$ cat config.mk
export PLATFORM = sky130hd
export DESIGN_NAME = wpr_back
export DESIGN_NICKNAME = d
export VERILOG_FILES = /design/src/wpr_pkg.sv /design/src/wpr_back.sv
export SDC_FILE = /design/constraint.sdc
export NUM_CORES = 1
export LEC_CHECK = 0
export BUFFER_PORTS_ARGS = -buffer_cell sky130_fd_sc_hd__buf_4
export CORE_UTILIZATION = 54
export DETAILED_ROUTE_END_ITERATION = 10
export PLACE_DENSITY = 0.78
export REMOVE_ABC_BUFFERS = 1
export SYNTH_ARGS = -nofsm -noshare
export SYNTH_HDL_FRONTEND = slang
export SYNTH_SLANG_ARGS = --single-unit
$ cat constraint.sdc
create_clock -name i_clk -period 7.2 [get_ports i_clk]
set_clock_uncertainty 0.1 [all_clocks]
set_input_delay 1.44 -clock i_clk [delete_from_list [all_inputs] [get_ports i_clk]]
set_output_delay 1.44 -clock i_clk [all_outputs]
set_load 0.01 [all_outputs]
$ cat src/wpr_pkg.sv
// Package for the two-sensor wall pose reset block.
// Holds the register file type, pipeline sideband type, wall codes and
// CORDIC/conversion constants. No dependencies.
package wpr_pkg;

    localparam int FRAC_BITS = 8;

    // mm -> 2^-FRAC_BITS inch: floor((5*2^F*mm + 63) / 127), split as
    // MUL_Q*mm + floor((MUL_R*mm + 63) / 127).
    localparam int MUL_Q      = (5 << FRAC_BITS) / 127;
    localparam int MUL_R      = (5 << FRAC_BITS) % 127;
    localparam int RCP_SHIFT  = 27;
    localparam int RECIP127   = (1 << RCP_SHIFT) / 127 + 1;

    // Whole degrees modulo 360 through a reciprocal.
    localparam int DEG_OFFSET = 360 * 92;
    localparam int RCP_SHIFT_D = 26;
    localparam int RECIP360   = (1 << RCP_SHIFT_D) / 360 + 1;

    localparam int CORDIC_ITERS = 20;
    localparam int GUARD_BITS   = 12;
    localparam int CW           = 36;
    localparam int ZW           = 25;
    localparam int KINV_Q16     = 39797;
    localparam int FULL_TURN    = 360 * 256;
    localparam int MAX_ANGLE    = 90 * 256;
    localparam int HALF_TURN    = 180 * 256;

    localparam logic signed [ZW-1:0] ATAN_TAB [CORDIC_ITERS] = '{
        25'sd2949120, 25'sd1740967, 25'sd919879, 25'sd466945, 25'sd234379,
        25'sd117304, 25'sd58666, 25'sd29335, 25'sd14668, 25'sd7334,
        25'sd3667, 25'sd1833, 25'sd917, 25'sd458, 25'sd229,
        25'sd115, 25'sd57, 25'sd29, 25'sd14, 25'sd7
    };

    typedef enum logic [1:0] {
        WALL_TOP    = 2'd0,
        WALL_RIGHT  = 2'd1,
        WALL_BOTTOM = 2'd2,
        WALL_LEFT   = 2'd3
    } t_wall;

    typedef enum logic [2:0] {
        REG_BASELINE  = 3'd0,
        REG_LEFT_MNT  = 3'd1,
        REG_RIGHT_MNT = 3'd2,
        REG_HALF_FLD  = 3'd3,
        REG_MAX_READ  = 3'd4,
        REG_LEFT_BIAS = 3'd5
    } t_reg_idx;

    typedef struct packed {
        logic [15:0] sensor_baseline;
        logic [15:0] left_mount_depth;
        logic [15:0] right_mount_depth;
        logic [17:0] half_field_width;
        logic [17:0] max_valid_reading;
        logic [7:0]  left_bias_mm;
    } t_cfg;

    // Sideband that travels with each transaction through the pipeline.
    typedef struct packed {
        logic               upd;
        logic               byp;
        t_wall              wall;
        logic [20:0]        sum;
        logic signed [23:0] cx;
        logic signed [23:0] cy;
        logic signed [23:0] ch;
    } t_side;

    function automatic logic signed [17:0] perp_of(input t_wall w);
        logic signed [17:0] p;
        begin
            case (w)
                WALL_TOP:    p = 18'sd46080;
                WALL_RIGHT:  p = 18'sd69120;
                WALL_BOTTOM: p = 18'sd0;
                WALL_LEFT:   p = 18'sd23040;
                default:     p = 18'sd0;
            endcase
            return p;
        end
    endfunction

endpackage

$ cat src/wpr_back.sv
// Back end: gain correction, angle rounding, distance, pose and heading,
// ending in the output register. Three register stages. Depends on wpr_pkg.
module wpr_back
    import wpr_pkg::*;
(
    input  logic               i_clk,
    input  logic               i_rst_n,
    input  logic               i_en,
    input  logic               i_valid,
    input  t_side              i_side,
    input  logic signed [CW-1:0] i_u,
    input  logic signed [ZW-1:0] i_z,
    input  t_cfg               i_cfg,
    output logic               o_valid,
    output logic               o_upd,
    output logic signed [23:0] o_x,
    output logic signed [23:0] o_y,
    output logic signed [23:0] o_hd,
    output t_wall              o_wall,
    output logic signed [15:0] o_ang
);

    logic signed [ZW-1:0] w_za;
    logic signed [15:0]   w_ang;
    logic                 r_v1, r_v2, r_v3;
    logic signed [52:0]   r_prod;
    logic signed [15:0]   r_ang1, r_ang2;
    t_side                r_s1, r_s2;

    logic signed [52:0]   w_rnd, w_sc;
    logic [21:0]          w_sumcos;
    logic [21:0]          r_sc;

    logic [22:0]          w_dsum;
    logic [21:0]          w_dist;
    logic signed [24:0]   w_span, w_pos;
    logic signed [17:0]   w_hd0, w_hd;

    logic                 r_upd;
    logic signed [23:0]   r_x, r_y, r_hd;
    t_wall                r_wall;
    logic signed [15:0]   r_ang3;

    always_comb begin
        w_za = (i_z + 25'sd128) >>> 8;
        if (i_side.byp) begin
            w_ang = '0;
        end else if (w_za > 25'sd23040) begin
            w_ang = 16'sd23040;
        end else if (w_za < -25'sd23040) begin
            w_ang = -16'sd23040;
        end else begin
            w_ang = w_za[15:0];
        end
    end

    always_ff @(posedge i_clk) begin
        if (!i_rst_n) begin
            r_v1 <= 1'b0;
            r_v2 <= 1'b0;
            r_v3 <= 1'b0;
        end else if (i_en) begin
            r_v1 <= i_valid;
            r_v2 <= r_v1;
            r_v3 <= r_v2;
        end
    end

    always_ff @(posedge i_clk) begin
        if (i_en) begin
            r_prod <= 53'(i_u) * 53'sd39797;
            r_ang1 <= w_ang;
            r_s1   <= i_side;
        end
    end

    // undo the CORDIC gain and drop the guard bits, rounding halves up
    always_comb begin
        w_rnd = (r_prod >>> 16) + 53'sd2048;
        w_sc  = w_rnd >>> GUARD_BITS;
        if (r_s1.byp) begin
            w_sumcos = {1'b0, r_s1.sum};
        end else if (w_sc[52]) begin
            w_sumcos = '0;
        end else begin
            w_sumcos = w_sc[21:0];
        end
    end

    always_ff @(posedge i_clk) begin
        if (i_en) begin
            r_sc   <= w_sumcos;
            r_ang2 <= r_ang1;
            r_s2   <= r_s1;
        end
    end

    always_comb begin
        w_dsum = {1'b0, r_sc} + {7'd0, i_cfg.left_mount_depth}
               + {7'd0, i_cfg.right_mount_depth} + 23'd1;
        w_dist = w_dsum[22:1];
        w_span = $signed({7'd0, i_cfg.half_field_width}) - $signed({3'd0, w_dist});
        w_pos  = r_s2.wall[1] ? -w_span : w_span;
        w_hd0  = perp_of(r_s2.wall) - 18'(r_ang2);
        if (w_hd0 < 18'sd0) begin
            w_hd = w_hd0 + 18'sd92160;
        end else if (w_hd0 >= 18'sd92160) begin
            w_hd = w_hd0 - 18'sd92160;
        end else begin
            w_hd = w_hd0;
        end
    end

    always_ff @(posedge i_clk) begin
        if (i_en) begin
            r_upd <= r_s2.upd;
            if (r_s2.upd) begin
                r_x    <= r_s2.wall[0] ? w_pos[23:0] : r_s2.cx;
                r_y    <= r_s2.wall[0] ? r_s2.cy : w_pos[23:0];
                r_hd   <= 24'(w_hd);
                r_wall <= r_s2.wall;
                r_ang3 <= r_ang2;
            end else begin
                r_x    <= r_s2.cx;
                r_y    <= r_s2.cy;
                r_hd   <= r_s2.ch;
                r_wall <= WALL_TOP;
                r_ang3 <= '0;
            end
        end
    end

    assign o_valid = r_v3;
    assign o_upd   = r_upd;
    assign o_x     = r_x;
    assign o_y     = r_y;
    assign o_hd    = r_hd;
    assign o_wall  = r_wall;
    assign o_ang   = r_ang3;

endmodule

==> impl_metrics.json <==
{
  "status": "finished clean",
  "drc": 0,
  "rrSetupSlack_ps": 1280,
  "fmax_ghz": 0.145,
  "register_area_sq_mm": 0.0104,
  "ys.flop_type": "edfxtp_1",
  "yosysWarnings": 0,
  "drive_gt1_frac": 0.192,
  "cp-end-kind": "flop",
  "period_share": 0.960,
  "setup_viol": 0,
  "worstRegToRegCells": 21,
  "synth_area_sq_mm": 0.0272,
  "post-cts-setup-buffer-count": 0,
  "final_cell_area_sq_mm": 0.0324,
  "cp.required_ps": 7360,
  "cts_root_buffer": "clkbuf_16",
  "die_area_sq_mm": 0.0513,
  "clk_latency_ps": 530,
  "hpwlAfterDp_um": 50500,
  "grt_start_max_net_pins": 154,
  "rsz0062_at_grt": "true",
  "ctsHoldBuffers": 0,
  "whs_ps": 305,
  "cts_tree": "done",
  "yosysTopAreaCellShare": 0.378,
  "post_drt_via_cell_ratio": 5.25,
  "multiInputGateArea_sq_mm": 0.0151,
  "ys_async_sr_fraction": 0,
  "synthToLayoutAreaGrowth_pct": 19.1,
  "drtAntennaViolNets": 0,
  "worst_r2r_endpoint": "o_y[23]$_DFFE_PP_",
  "grt.total_usage": 0.243,
  "synth_most_common_cell": "inv_1",
  "clockBufferDepth": 3,
  "port_buffers": 296,
  "dpl-instance-area_sq_mm": 0.0312,
  "overflow": 0,
  "hp-class": "reg2reg",
  "synthCells": 2298,
  "yosysTopAreaCell": "edfxtp_1",
  "worst_slew_pin_slew_ps": 892,
  "synth.avg_cell_area_sq_um": 11.9,
  "clkSinkCount": 346,
  "ir_drop_mv": 0.568,
  "gp_congestion": 0.925,
  "cp-start-kind": "input port",
  "path_class": "in2reg",
  "final-hold-violation-count": 0,
  "post-route-min-period_ps": 6910,
  "final_max_slew_viol_count": 0,
  "clkTransAtPathRegs_ps": 60,
  "slew_headroom": 0.390,
  "ys_types": 80,
  "h-tree-depth": 2,
  "dr.pass1.iters": 7,
  "num_vias": 18000,
  "whs_path_depth": 0,
  "grt_pass1_wl_um": 96700,
  "fillers": 3616,
  "initial_utilization": 0.552,
  "crit_fanout": 6,
  "p_per_area_mw_per_mm2": 512,
  "arrival_ps": 7070,
  "drt-initial-drc-count": 1033,
  "wl_per_cell_um": 17.8,
  "die_w_um": 227,
  "p_total_mw": 16.6,
  "cts_buffers": 34,
  "synth-seq-cells": 346,
  "drt-total-wl_um": 61000,
  "nets": 3574,
  "row_count": 81,
  "maxCapViolations": 0,
  "min-delay-start": "r_ang1[7]$_SDFFCE_PP0P_",
  "core-area_sq_mm": 0.0494,
  "die_height_um": 227,
  "leakage_nw": 14.8,
  "grt_pass1_vias": 19100,
  "netlist_top_cells_count": "inv_1 (455), edfxtp_1 (343), fa_1 (297)",
  "worstReg2RegStart": "r_sc[2]$_DFFE_PP_",
  "synth_edf_count": 343,
  "post_cts_resized": 0,
  "synth_area_leaders": "edfxtp_1 (38%), fa_1 (22%), ha_1 (13%), inv_1 (6.3%), xnor2_1 (2.2%)",
  "io_pins": 346,
  "worstHoldEndpoint": "r_ang2[7]$_DFFE_PP_",
  "antenna_found_initial": 5,
  "synth-seq-area-share": 0.380
}
-- routing by layer --
layer,up-vias,track usage,share of wire
li1,8624,-,-
met1,8839,0.310,0.42
met2,462,0.431,0.50
met3,107,0.0305,0.047
met4,2,0.0748,0.027
met5,-,0,0.00018
-- cell usage in the layout (no fill, tap or decap), drive strengths merged, types with 40 or more instances in the layout --
cell type	synthesis	routed
fa	297	297
xor2	59	59
a21oi	72	72
a21o	40	40
nor2	75	75
nand2	142	142
edfxtp	343	343
clkbuf	22	42
inv	455	457
xnor2	70	70
buf	2	432
o21ai	115	115
ha	281	281
-- state kept, by name (all words and copies together), names as in the netlist --
name     count
r_s1        97
r_s2        75
r_prod      26
o_hd        24
o_x         24
o_y         24
r_sc        22
o_ang       16
r_ang1      16
r_ang2      16
o_wall       2
o_upd        1
o_valid      1
r_v1         1
r_v2         1
-- cells by family (layout without fill, tap and decap cells) --
| group | count (synthesis) | count (layout) | share of synthesized area |
|---|---|---|---|
| fa+ha+maj | 578 | 578 | 0.347 |
| xor+xnor | 129 | 129 | 0.0420 |
| mux | 16 | 16 | 0.00643 |
| simple gates | 401 | 401 | 0.0728 |
| buf+inv | 479 | 949 | 0.0660 |
| other cells | 0 | 3 | 0 |
| flops | 346 | 346 | 0.380 |
| compound gates | 349 | 349 | 0.0849 |
-- cell type report --
type	count	area share
Clock buffer	42	0.0287
Clock inverter	20	0.00721
Timing Repair Buffer	432	0.101
Inverter	455	0.0527
Multi-Input combinational cell	1473	0.465
Antenna cell	3	0.000231
Sequential cell	346	0.319
Tap cell	664	0.0256
-- power by group --
group / leakage (nW) / switching, mW / internal [mW]
Combinational: 10.8 / 6.24 / 5.52
Clock: 0.569 / 0.750 / 1.08
Sequential: 3.40 / 0.127 / 2.89
-- how the worst max path moves through the flow --
stage                        from              endpoint  depth (start not counted)
after floorplan            i_u[8]  r_prod[40]$_DFFE_PP_                         22
after global placement     i_u[8]  r_prod[52]$_DFFE_PP_                         24
after detailed placement  i_u[14]  r_prod[50]$_DFFE_PP_                         22
after CTS                 i_u[14]  r_prod[50]$_DFFE_PP_                         22
after global routing      i_u[14]  r_prod[52]$_DFFE_PP_                         24
final                     i_u[12]  r_prod[52]$_DFFE_PP_                         24
-- through the flow --
| stage | worst slack (ps) | cells | utilization | setup TNS, ps |
|---|---|---|---|---|
| after global routing | -1.94 | 3435 | 0.657 | -1.94 |
| after floorplan | 79.8 | 2274 | - | 0 |
| after global placement | -146 | 3370 | 0.633 | -819 |
| after CTS | 328 | 3432 | 0.657 | 0 |
| after detailed placement | -203 | 3370 | 0.633 | -1390 |
| final | 290 | 3435 | 0.657 | 0 |
-- critical path: stages --
cell      delay, ps
buf_4           150
ha_1            290
inv_1            70
fa_1            540
inv_1            60
fa_1            510
inv_1            70
fa_1            500
fa_1            550
inv_1            50
fa_1            530
ha_1            380
nand4_1         140
nor2_1          160
o21ai_0         110
nand2_1          60
a31oi_1          40
o21ai_1         160
a211oi_2        120
buf_4           150
a21oi_1         410
a21oi_2         150
nor4b_1         330
a311oi_1         90
Note: power is estimated with default switching activity, not from simulation.
