**src/wpr_pkg.sv**
```systemverilog
// Package for the two-sensor wall pose reset block.
// Holds the register file type, pipeline sideband type, wall codes and
// CORDIC/conversion constants. No dependencies.
package wpr_pkg;

    localparam int FRAC_BITS = 8;

    // mm -> 2^-FRAC_BITS inch: floor((5*2^F*mm + 63) / 127), split as
    // MUL_Q*mm + floor((MUL_R*mm + 63) / 127).
    localparam int MUL_Q      = (5 << FRAC_BITS) / 127;
    localparam int MUL_R      = (5 << FRAC_BITS) % 127;
    localparam int RCP_SHIFT  = 27;
    localparam int RECIP127   = (1 << RCP_SHIFT) / 127 + 1;

    // Whole degrees modulo 360 through a reciprocal.
    localparam int DEG_OFFSET = 360 * 92;
    localparam int RCP_SHIFT_D = 26;
    localparam int RECIP360   = (1 << RCP_SHIFT_D) / 360 + 1;

    localparam int CORDIC_ITERS = 20;
    localparam int GUARD_BITS   = 12;
    localparam int CW           = 36;
    localparam int ZW           = 25;
    localparam int KINV_Q16     = 39797;
    localparam int FULL_TURN    = 360 * 256;
    localparam int MAX_ANGLE    = 90 * 256;
    localparam int HALF_TURN    = 180 * 256;

    localparam logic signed [ZW-1:0] ATAN_TAB [CORDIC_ITERS] = '{
        25'sd2949120, 25'sd1740967, 25'sd919879, 25'sd466945, 25'sd234379,
        25'sd117304, 25'sd58666, 25'sd29335, 25'sd14668, 25'sd7334,
        25'sd3667, 25'sd1833, 25'sd917, 25'sd458, 25'sd229,
        25'sd115, 25'sd57, 25'sd29, 25'sd14, 25'sd7
    };

    typedef enum logic [1:0] {
        WALL_TOP    = 2'd0,
        WALL_RIGHT  = 2'd1,
        WALL_BOTTOM = 2'd2,
        WALL_LEFT   = 2'd3
    } t_wall;

    typedef enum logic [2:0] {
        REG_BASELINE  = 3'd0,
        REG_LEFT_MNT  = 3'd1,
        REG_RIGHT_MNT = 3'd2,
        REG_HALF_FLD  = 3'd3,
        REG_MAX_READ  = 3'd4,
        REG_LEFT_BIAS = 3'd5
    } t_reg_idx;

    typedef struct packed {
        logic [15:0] sensor_baseline;
        logic [15:0] left_mount_depth;
        logic [15:0] right_mount_depth;
        logic [17:0] half_field_width;
        logic [17:0] max_valid_reading;
        logic [7:0]  left_bias_mm;
    } t_cfg;

    // Sideband that travels with each transaction through the pipeline.
    typedef struct packed {
        logic               upd;
        logic               byp;
        t_wall              wall;
        logic [20:0]        sum;
        logic signed [23:0] cx;
        logic signed [23:0] cy;
        logic signed [23:0] ch;
    } t_side;

    function automatic logic signed [17:0] perp_of(input t_wall w);
        logic signed [17:0] p;
        begin
            case (w)
                WALL_TOP:    p = 18'sd46080;
                WALL_RIGHT:  p = 18'sd69120;
                WALL_BOTTOM: p = 18'sd0;
                WALL_LEFT:   p = 18'sd23040;
                default:     p = 18'sd0;
            endcase
            return p;
        end
    endfunction

endpackage

```
**src/wpr_front.sv**
```systemverilog
// Front end: mm to fixed-point conversion, range check, wall selection and
// CORDIC operand setup. Three register stages. Depends on wpr_pkg.
module wpr_front
    import wpr_pkg::*;
(
    input  logic               i_clk,
    input  logic               i_rst_n,
    input  logic               i_en,
    input  logic               i_valid,
    input  logic [15:0]        i_left,
    input  logic [15:0]        i_right,
    input  logic signed [23:0] i_cx,
    input  logic signed [23:0] i_cy,
    input  logic signed [23:0] i_ch,
    input  t_cfg               i_cfg,
    output logic               o_valid,
    output t_side              o_side,
    output logic signed [CW-1:0] o_x,
    output logic signed [CW-1:0] o_y,
    output logic signed [CW-1:0] o_u
);

    // stage 1
    logic [16:0] n_mm_l, n_mm_r;
    logic [19:0] w_xl, w_xr;
    logic [40:0] w_pl, w_pr;
    logic signed [24:0] w_back, w_back_adj;
    logic signed [16:0] w_deg;
    logic signed [17:0] w_t;
    t_side       n_s1;
    logic        r_v1;
    logic [16:0] r_mm_l, r_mm_r;
    logic [12:0] r_q_l, r_q_r;
    logic [16:0] r_t1;
    t_side       r_s1;

    // stage 2
    logic [19:0] w_dl, w_dr;
    logic [34:0] w_pd;
    t_side       n_s2;
    logic        r_v2;
    logic signed [20:0] r_diff;
    logic [20:0] r_sum;
    logic [16:0] r_t2;
    logic [7:0]  r_qh;
    t_side       r_s2;

    // stage 3
    logic [8:0]  w_rem;
    t_wall       w_wall;
    t_side       n_s3;
    logic        r_v3;
    t_side       r_s3;
    logic signed [CW-1:0] r_x, r_y, r_u;

    always_comb begin
        n_mm_l = {1'b0, i_left} + {9'd0, i_cfg.left_bias_mm};
        n_mm_r = {1'b0, i_right};
        w_xl   = 20'(n_mm_l) * 20'(MUL_R) + 20'd63;
        w_xr   = 20'(n_mm_r) * 20'(MUL_R) + 20'd63;
        w_pl   = 41'(w_xl) * 41'(RECIP127);
        w_pr   = 41'(w_xr) * 41'(RECIP127);
        // truncate the rear heading toward zero in whole degrees
        w_back = $signed({i_ch[23], i_ch}) + 25'sd46080;
        w_back_adj = w_back[24] ? (w_back + 25'sd255) : w_back;
        w_deg  = w_back_adj[24:8];
        w_t    = $signed({w_deg[16], w_deg}) + 18'sd33120;
        n_s1    = '0;
        n_s1.cx = i_cx;
        n_s1.cy = i_cy;
        n_s1.ch = i_ch;
    end

    always_ff @(posedge i_clk) begin
        if (!i_rst_n) begin
            r_v1 <= 1'b0;
        end else if (i_en) begin
            r_v1 <= i_valid;
        end
    end

    always_ff @(posedge i_clk) begin
        if (i_en) begin
            r_mm_l   <= n_mm_l;
            r_mm_r   <= n_mm_r;
            r_q_l    <= w_pl[RCP_SHIFT+12:RCP_SHIFT];
            r_q_r    <= w_pr[RCP_SHIFT+12:RCP_SHIFT];
            r_t1     <= w_t[16:0];
            r_s1     <= n_s1;
        end
    end

    always_comb begin
        w_dl = 20'(r_mm_l) * 20'(MUL_Q) + {7'd0, r_q_l};
        w_dr = 20'(r_mm_r) * 20'(MUL_Q) + {7'd0, r_q_r};
        w_pd = 35'(r_t1) * 35'(RECIP360);
        n_s2     = r_s1;
        n_s2.upd = (w_dl <= {2'd0, i_cfg.max_valid_reading})
                && (w_dr <= {2'd0, i_cfg.max_valid_reading});
    end

    always_ff @(posedge i_clk) begin
        if (!i_rst_n) begin
            r_v2 <= 1'b0;
        end else if (i_en) begin
            r_v2 <= r_v1;
        end
    end

    always_ff @(posedge i_clk) begin
        if (i_en) begin
            r_diff   <= $signed({1'b0, w_dr}) - $signed({1'b0, w_dl});
            r_sum    <= {1'b0, w_dl} + {1'b0, w_dr};
            r_t2     <= r_t1;
            r_qh     <= w_pd[RCP_SHIFT_D+7:RCP_SHIFT_D];
            r_s2     <= n_s2;
        end
    end

    always_comb begin
        w_rem = 9'(r_t2 - 17'(r_qh) * 17'd360);
        if (w_rem >= 9'd315 || w_rem <= 9'd45) begin
            w_wall = WALL_TOP;
        end else if (w_rem <= 9'd135) begin
            w_wall = WALL_RIGHT;
        end else if (w_rem <= 9'd225) begin
            w_wall = WALL_BOTTOM;
        end else begin
            w_wall = WALL_LEFT;
        end
        n_s3      = r_s2;
        n_s3.wall = w_wall;
        n_s3.sum  = r_sum;
        n_s3.byp  = (i_cfg.sensor_baseline == 16'd0) && (r_diff == 21'sd0);
    end

    always_ff @(posedge i_clk) begin
        if (!i_rst_n) begin
            r_v3 <= 1'b0;
        end else if (i_en) begin
            r_v3 <= r_v2;
        end
    end

    always_ff @(posedge i_clk) begin
        if (i_en) begin
            r_s3      <= n_s3;
            r_x       <= $signed({8'd0, i_cfg.sensor_baseline, 12'd0});
            r_y       <= $signed({{3{r_diff[20]}}, r_diff, 12'd0});
            r_u       <= $signed({3'd0, r_sum, 12'd0});
        end
    end

    assign o_valid = r_v3;
    assign o_side  = r_s3;
    assign o_x     = r_x;
    assign o_y     = r_y;
    assign o_u     = r_u;

endmodule

```
**config.mk**
```make
export PLATFORM = sky130hd
export DESIGN_NAME = wpr_front
export DESIGN_NICKNAME = d
export VERILOG_FILES = /design/src/wpr_pkg.sv /design/src/wpr_front.sv
export SDC_FILE = /design/constraint.sdc
export NUM_CORES = 1
export LEC_CHECK = 0
export BUFFER_PORTS_ARGS = -buffer_cell sky130_fd_sc_hd__buf_2
export CAP_MARGIN = 20
export CORE_MARGIN = 8
export CORE_UTILIZATION = 45
export CTS_BUF_LIST = sky130_fd_sc_hd__clkbuf_4
export CTS_CLUSTER_SIZE = 25
export DETAILED_ROUTE_END_ITERATION = 10
export GPL_ROUTABILITY_DRIVEN = 0
export GPL_TIMING_DRIVEN = 0
export PLACE_DENSITY = 0.65
export SYNTH_ARGS = -nofsm -noshare
export SYNTH_HDL_FRONTEND = slang
export SYNTH_SLANG_ARGS = --single-unit
```
**constraint.sdc**
```tcl
create_clock -name i_clk -period 12.2 [get_ports i_clk]
set_input_delay 2.44 -clock i_clk [delete_from_list [all_inputs] [get_ports i_clk]]
set_output_delay 2.44 -clock i_clk [all_outputs]
set_load 0.01 [all_outputs]
```
==> metrics.cfg, run 1 <==
[die]
die_h_microns=281
die_w_microns=281
start_util=0.453
die-area_sq_um=78800
core_sq_um=69700
rows=97
io_pins=406

[final_layout]
layout.nets=4054
drive_above_1_share=0.185
seqCellArea_sq_um=12400
fin_util=0.517
multi_input_area_sq_um=17500
area_delta_synth_final_pct=14.2
n_fill_cell=6254
final_cell_count_no_fill=4195

[route]
dr.pass1.iters=7
via_per_inst=5.10
postRouteAntennaNets=0
dr.first_iter.drc_count=826
wl_per_cell_microns=17.1
num_vias=21400
drcViolationCount=0
routed_wl_microns=71700

[hold_path]
min_to=n_s3[5]
min_path_type=reg2reg
hold_path_depth=0
hold_start=n_s2[5]

[setup_path]
reg2reg_to=n_s3[96]
cp_data_arrival_time_ns=11.15
r2r_start=r_mm_r[1]
crit_type=in2reg
critPathSlowestCell=fa_1
required_ns=12.78
r2r_cells=28
reg2reg_slack_ns=5.94
critPathMaxStageDelay_ns=0.48
cpMostUsedCell=ha_1
cp-end-kind=register
critPathLaunchType=primary input
worstPathMaxFanout=6

[cts]
cts_tree=yes
post_cts_resized=0
clk_pin_slew_worst_paths_ns=0.07
cts_buffer_depth=3
cts_setup_buffers=0
holdBufCountCts=0
clock_sinks=413
clk-insertion-delay-late_ns=0.91
cts_root_buf=clkbuf_4
htree_num_levels=3
cts_buffers=106

[synth]
postSynthCellCount=2695
synth_top_area_frac=0.391
synth.cell_area_sq_um=31500
syn_area_per_cell_sq_um=11.7
synthArstFlopShare=0
ys_ff_latch=413
synth_largest_area_cell=edfxtp_1
yosysWarningCount=0
synthFlopType=edfxtp_1
ys_seq_area_frac=0.392
synth_enable_flop_cells=410
netlist-cell-type-count=104
synthTopCellsByArea=edfxtp_1, ha_1, fa_1

[timing]
fin_crit_sh=0.866
period_minus_slack_ns=10.57
timing.fmax_mhz=94.6
finClkSkew_ns=0.0884
grt_setup_unrepaired=false
final_hold_viol_count=0
final_max_slew_viol_count=0
finalSetupViolCount=0
worst_slew_pin_slew_ns=0.794
maxSlewHeadroom=0.466
setup-tns-final_ns=0

[status]
outcome=complete, no violations

[placement]
io_buffer_count=308
post-dp-hpwl_microns=59000
dp.cells=3993

[job]
drv_cap=0

[grt]
grt_pass1_vias=22300
grt_pass1_wl_microns=115000
grt_max_degree=107
antenna_found_initial=7
grt_remaining_overflow=0
grt_usage=0.180

layout by cell type, fill, tap and decap left out, types with 10 or more instances in the layout:
cell type and instances:
and3_1 19, buf_2 313, ha_1 568, inv_1 329, nand4_1 20, clkbuf_4 149, o21bai_1 19, xor2_1 69
a21o_1 49, nor3_1 50, clkbuf_1 14, o21a_1 36, o21ai_1 10, nor2_1 143, a21oi_1 125, nand2b_1 21
nor2b_1 28, xnor2_1 147, a211oi_1 19, nand2_1 87, buf_4 72, fa_1 125, nor4_1 21, o21ai_0 59
nand3_1 32, a31oi_1 13, conb_1 47, and2_1 15, clkinv_1 34, edfxtp_1 410
worst max path at each step:
stage	startpoint	end	slack (ns)	cells past startpoint
final	i_left[1]	r_q_l[12]	1.63	41
after global routing	i_left[1]	r_q_l[12]	1.0	41
after CTS	i_left[1]	r_q_l[12]	1.73	41
after detailed placement	i_left[1]	r_q_l[12]	0.83	41
after global placement	i_left[1]	r_q_l[12]	0.93	41
after floorplan	i_left[1]	r_q_l[11]	2.06	39
routing by layer:
layer / global-route usage / share of wire / vias to the layer above
li1: - / - / 10600
met1: 0.211 / 0.42 / 10200
met2: 0.324 / 0.50 / 481
met3: 0.0339 / 0.051 / 134
met4: 0.0676 / 0.030 / 4
met5: 0 / 0.00033 / -
synthesized netlist by cell type, types with 28 or more instances:
master and instances:
fa_1 125, inv_1 329, nand2_1 87, o21a_1 36, xnor2_1 147, ha_1 568
edfxtp_1 410, nor2b_1 28, nor2_1 143, o21ai_0 59, buf_4 72, nor3_1 50
a21o_1 49, nand3_1 32, a21oi_1 125, xor2_1 69
worst max-delay path: cells and delay by family:
family          cells  cell delay [ns]
fa+ha+maj           9             2.77
buf+inv             3             0.20
xor+xnor            3             0.66
compound gates     15             3.34
simple gates       11             1.72
final cells by class:
class                           instances  area share
Inverter                              329      0.0343
Antenna cell                            5    0.000347
Buffer                                 93      0.0174
Clock inverter                         48     0.00973
Multi-Input combinational cell       1906       0.485
Clock buffer                          149      0.0311
Timing Repair Buffer                  312      0.0461
Tap cell                              940      0.0327
Sequential cell                       413       0.344
registers in the layout, summed over array words and instances, names as in the netlist, 9 cells and up:
name and cells:
n_s2 72, n_s3 73, o_side 96, o_x 16
o_y 21, r_diff 21, r_mm_l 17, r_mm_r 16
r_q_l 13, r_q_r 13, r_sum 20, r_t1 17
r_t2 9
logic make-up (layout without fill, tap and decap cells):
group | Yosys count | count (layout) | synth area share
AO/OA/AOI/OAI | 443 | 443 | 0.0974
XOR/XNOR | 220 | 220 | 0.0624
multiplexers | 5 | 5 | 0.00159
flip-flops | 413 | 413 | 0.392
AND/OR/NAND/NOR | 498 | 498 | 0.0822
buffers and inverters | 422 | 931 | 0.0591
other | 1 | 52 | 0.000119
adder cells (fa/ha/maj) | 693 | 693 | 0.305
per-stage QoR:
step,worst slack [ns],area (sq um),hold slack [ns]
6_report,1.63,36000,0.367
5_1_grt,0.999,36000,0.371
4_1_cts,1.73,36000,0.372
3_5_place_dp,0.832,34500,0.405
3_3_place_gp,0.932,34400,0.400
2_1_floorplan,2.06,31700,0.400
Power of run 1 is not shown: default switching activity piles up to over one toggle a cycle in this logic, so the estimate is an artifact.
==> run 2, diff against run 1 <==
- CTS_BUF_LIST: sky130_fd_sc_hd__clkbuf_4 -> sky130_fd_sc_hd__clkbuf_4 sky130_fd_sc_hd__clkbuf_8
==> run 2 against run 1 <==
Clock skew decreased by 0.033 ns. Routed wire length decreased by 0.14%. Setup slack got worse by 0.20 ns. Via count decreased by 0.83%. Fmax decreased by 1.9%. Global-route usage about the same. Non-clock buffer count unchanged. Critical path depth unchanged. Register-to-register slack improved by 0.04 ns. First-iteration DRC count increased by 22%. Clock-buffer cell count decreased by 59. Flip-flop and latch count unchanged.
==> metrics.cfg, run 2 (same netlist as run 1, synthesis figures left out) <==
[timing]
grt_setup_unrepaired=false
final_max_slew_viol_count=0  ; unchanged
finalSetupViolCount=0  ; unchanged
finClkSkew_ns=0.0549  ; -0.0334 ns
timing.fmax_mhz=92.9  ; -1.9%
setup-tns-final_ns=0  ; unchanged
final_hold_viol_count=0  ; unchanged
fin_crit_sh=0.883  ; +0.0164
worst_slew_pin_slew_ns=0.780  ; -0.0141 ns
whs_ns=0.401  ; +0.0338 ns
period_minus_slack_ns=10.77  ; +0.200 ns
maxSlewHeadroom=0.476  ; +0.00947

[setup_path]
required_ns=12.58  ; -0.20 ns
cp_data_arrival_time_ns=11.15  ; about the same
critPathSlowestCell=fa_1
critPathMaxStageDelay_ns=0.48  ; about the same
crit_type=in2reg
worstPathMaxFanout=6  ; unchanged
cpMostUsedCell=ha_1
cp-end-kind=register
critPathLaunchType=primary input

[route]
dr.first_iter.drc_count=1007  ; +22%
wl_per_cell_microns=17.4  ; +1.6%
postRouteAntennaNets=0  ; unchanged
drcViolationCount=0  ; unchanged
dr.pass1.iters=7  ; unchanged
routed_wl_microns=71600  ; -0.14%
via_per_inst=5.15  ; +0.93%
num_vias=21200  ; -0.83%

[hold_path]
min_path_type=reg2reg

[cts]
cts_buffers=70  ; -34%
cts_setup_buffers=0  ; unchanged
cts_buffer_depth=3  ; unchanged
cts_tree=yes
post_cts_resized=0  ; unchanged
clk_pin_slew_worst_paths_ns=0.06  ; about the same
htree_num_levels=3  ; unchanged
cts_root_buf=clkbuf_8
clock_sinks=413  ; unchanged
holdBufCountCts=0  ; unchanged
clk-insertion-delay-late_ns=0.69  ; -0.22 ns

[die]
die-area_sq_um=78800  ; unchanged
start_util=0.453  ; unchanged
core_sq_um=69700  ; unchanged
die_h_microns=281  ; unchanged
die_w_microns=281  ; unchanged
rows=97  ; unchanged
io_pins=406  ; unchanged

[placement]
post-dp-hpwl_microns=59000  ; unchanged
io_buffer_count=308  ; unchanged

[grt]
grt_usage=0.180  ; -0.000207
antenna_found_initial=5  ; -2
grt_remaining_overflow=0  ; unchanged
grt_pass1_wl_microns=114000  ; -0.34%
grt_max_degree=107  ; unchanged
grt_pass1_vias=22000  ; -1.4%

[job]
drv_cap=0  ; unchanged

[final_layout]
largest_reg_flops=96  ; unchanged
drive_above_1_share=0.174  ; -0.0109
layout.nets=4018  ; -0.89%
area_delta_synth_final_pct=14.3  ; about the same
layout_common_cells=ha_1, edfxtp_1, inv_1
layout_commonest_cell=ha_1

[status]
outcome=complete, no violations

run 2: per-stage QoR:
step | instances | setup slack [ns] | utilization | area (sq um)
finish | 4122 | 1.43 | 0.517 | 36000
CTS | 4118 | 1.48 | 0.517 | 36000
detailed placement | 3993 | 0.832 | 0.496 | 34500
global placement | 3989 | 0.932 | 0.494 | 34400
floorplan | 2741 | 2.06 | - | 31700
global route | 4120 | 0.740 | 0.517 | 36000
run 2: path summary, 6_finish.rpt:
path / from / endpoint / slack [ns] / cells past startpoint
hold reg to reg: n_s2[5] / n_s3[5] / 0.40 / 0
hold / removal: n_s2[5] / n_s3[5] / 0.40 / 0
setup / recovery: i_left[1] / r_q_l[12] / 1.43 / 41
setup reg to reg: r_mm_r[1] / n_s3[96] / 5.98 / 28
run 2: final cells by class:
cell class	instances	area, sq um
Inverter	329	1230
Clock inverter	35	375
Fill cell	6187	33600
Timing Repair Buffer	312	1660
Antenna cell	4	10.0
Sequential cell	413	12400
Buffer	93	627
Multi-Input combinational cell	1906	17500
Clock buffer	90	1120
Tap cell	940	1180
run 2: layer usage:
metal	global-route usage	up-vias	routed length (microns)	share of wire
met1	0.214	10100	30000	0.42
met3	0.0273	134	3440	0.048
li1	-	10500	-	-
met2	0.323	483	35900	0.50
met5	0	-	11	0.00015
met4	0.0699	2	2350	0.033
run 2: critical path: cells and delay by family:
kind | cells | cell delay, ns
and+or+nand+nor | 11 | 1.70
xor gates and xnor gates | 3 | 0.66
adders and majority gates | 9 | 2.76
AOI/OAI and AO/OA | 15 | 3.37
buffers and inverters | 3 | 0.20
Power of run 2 is left out for the same reason.
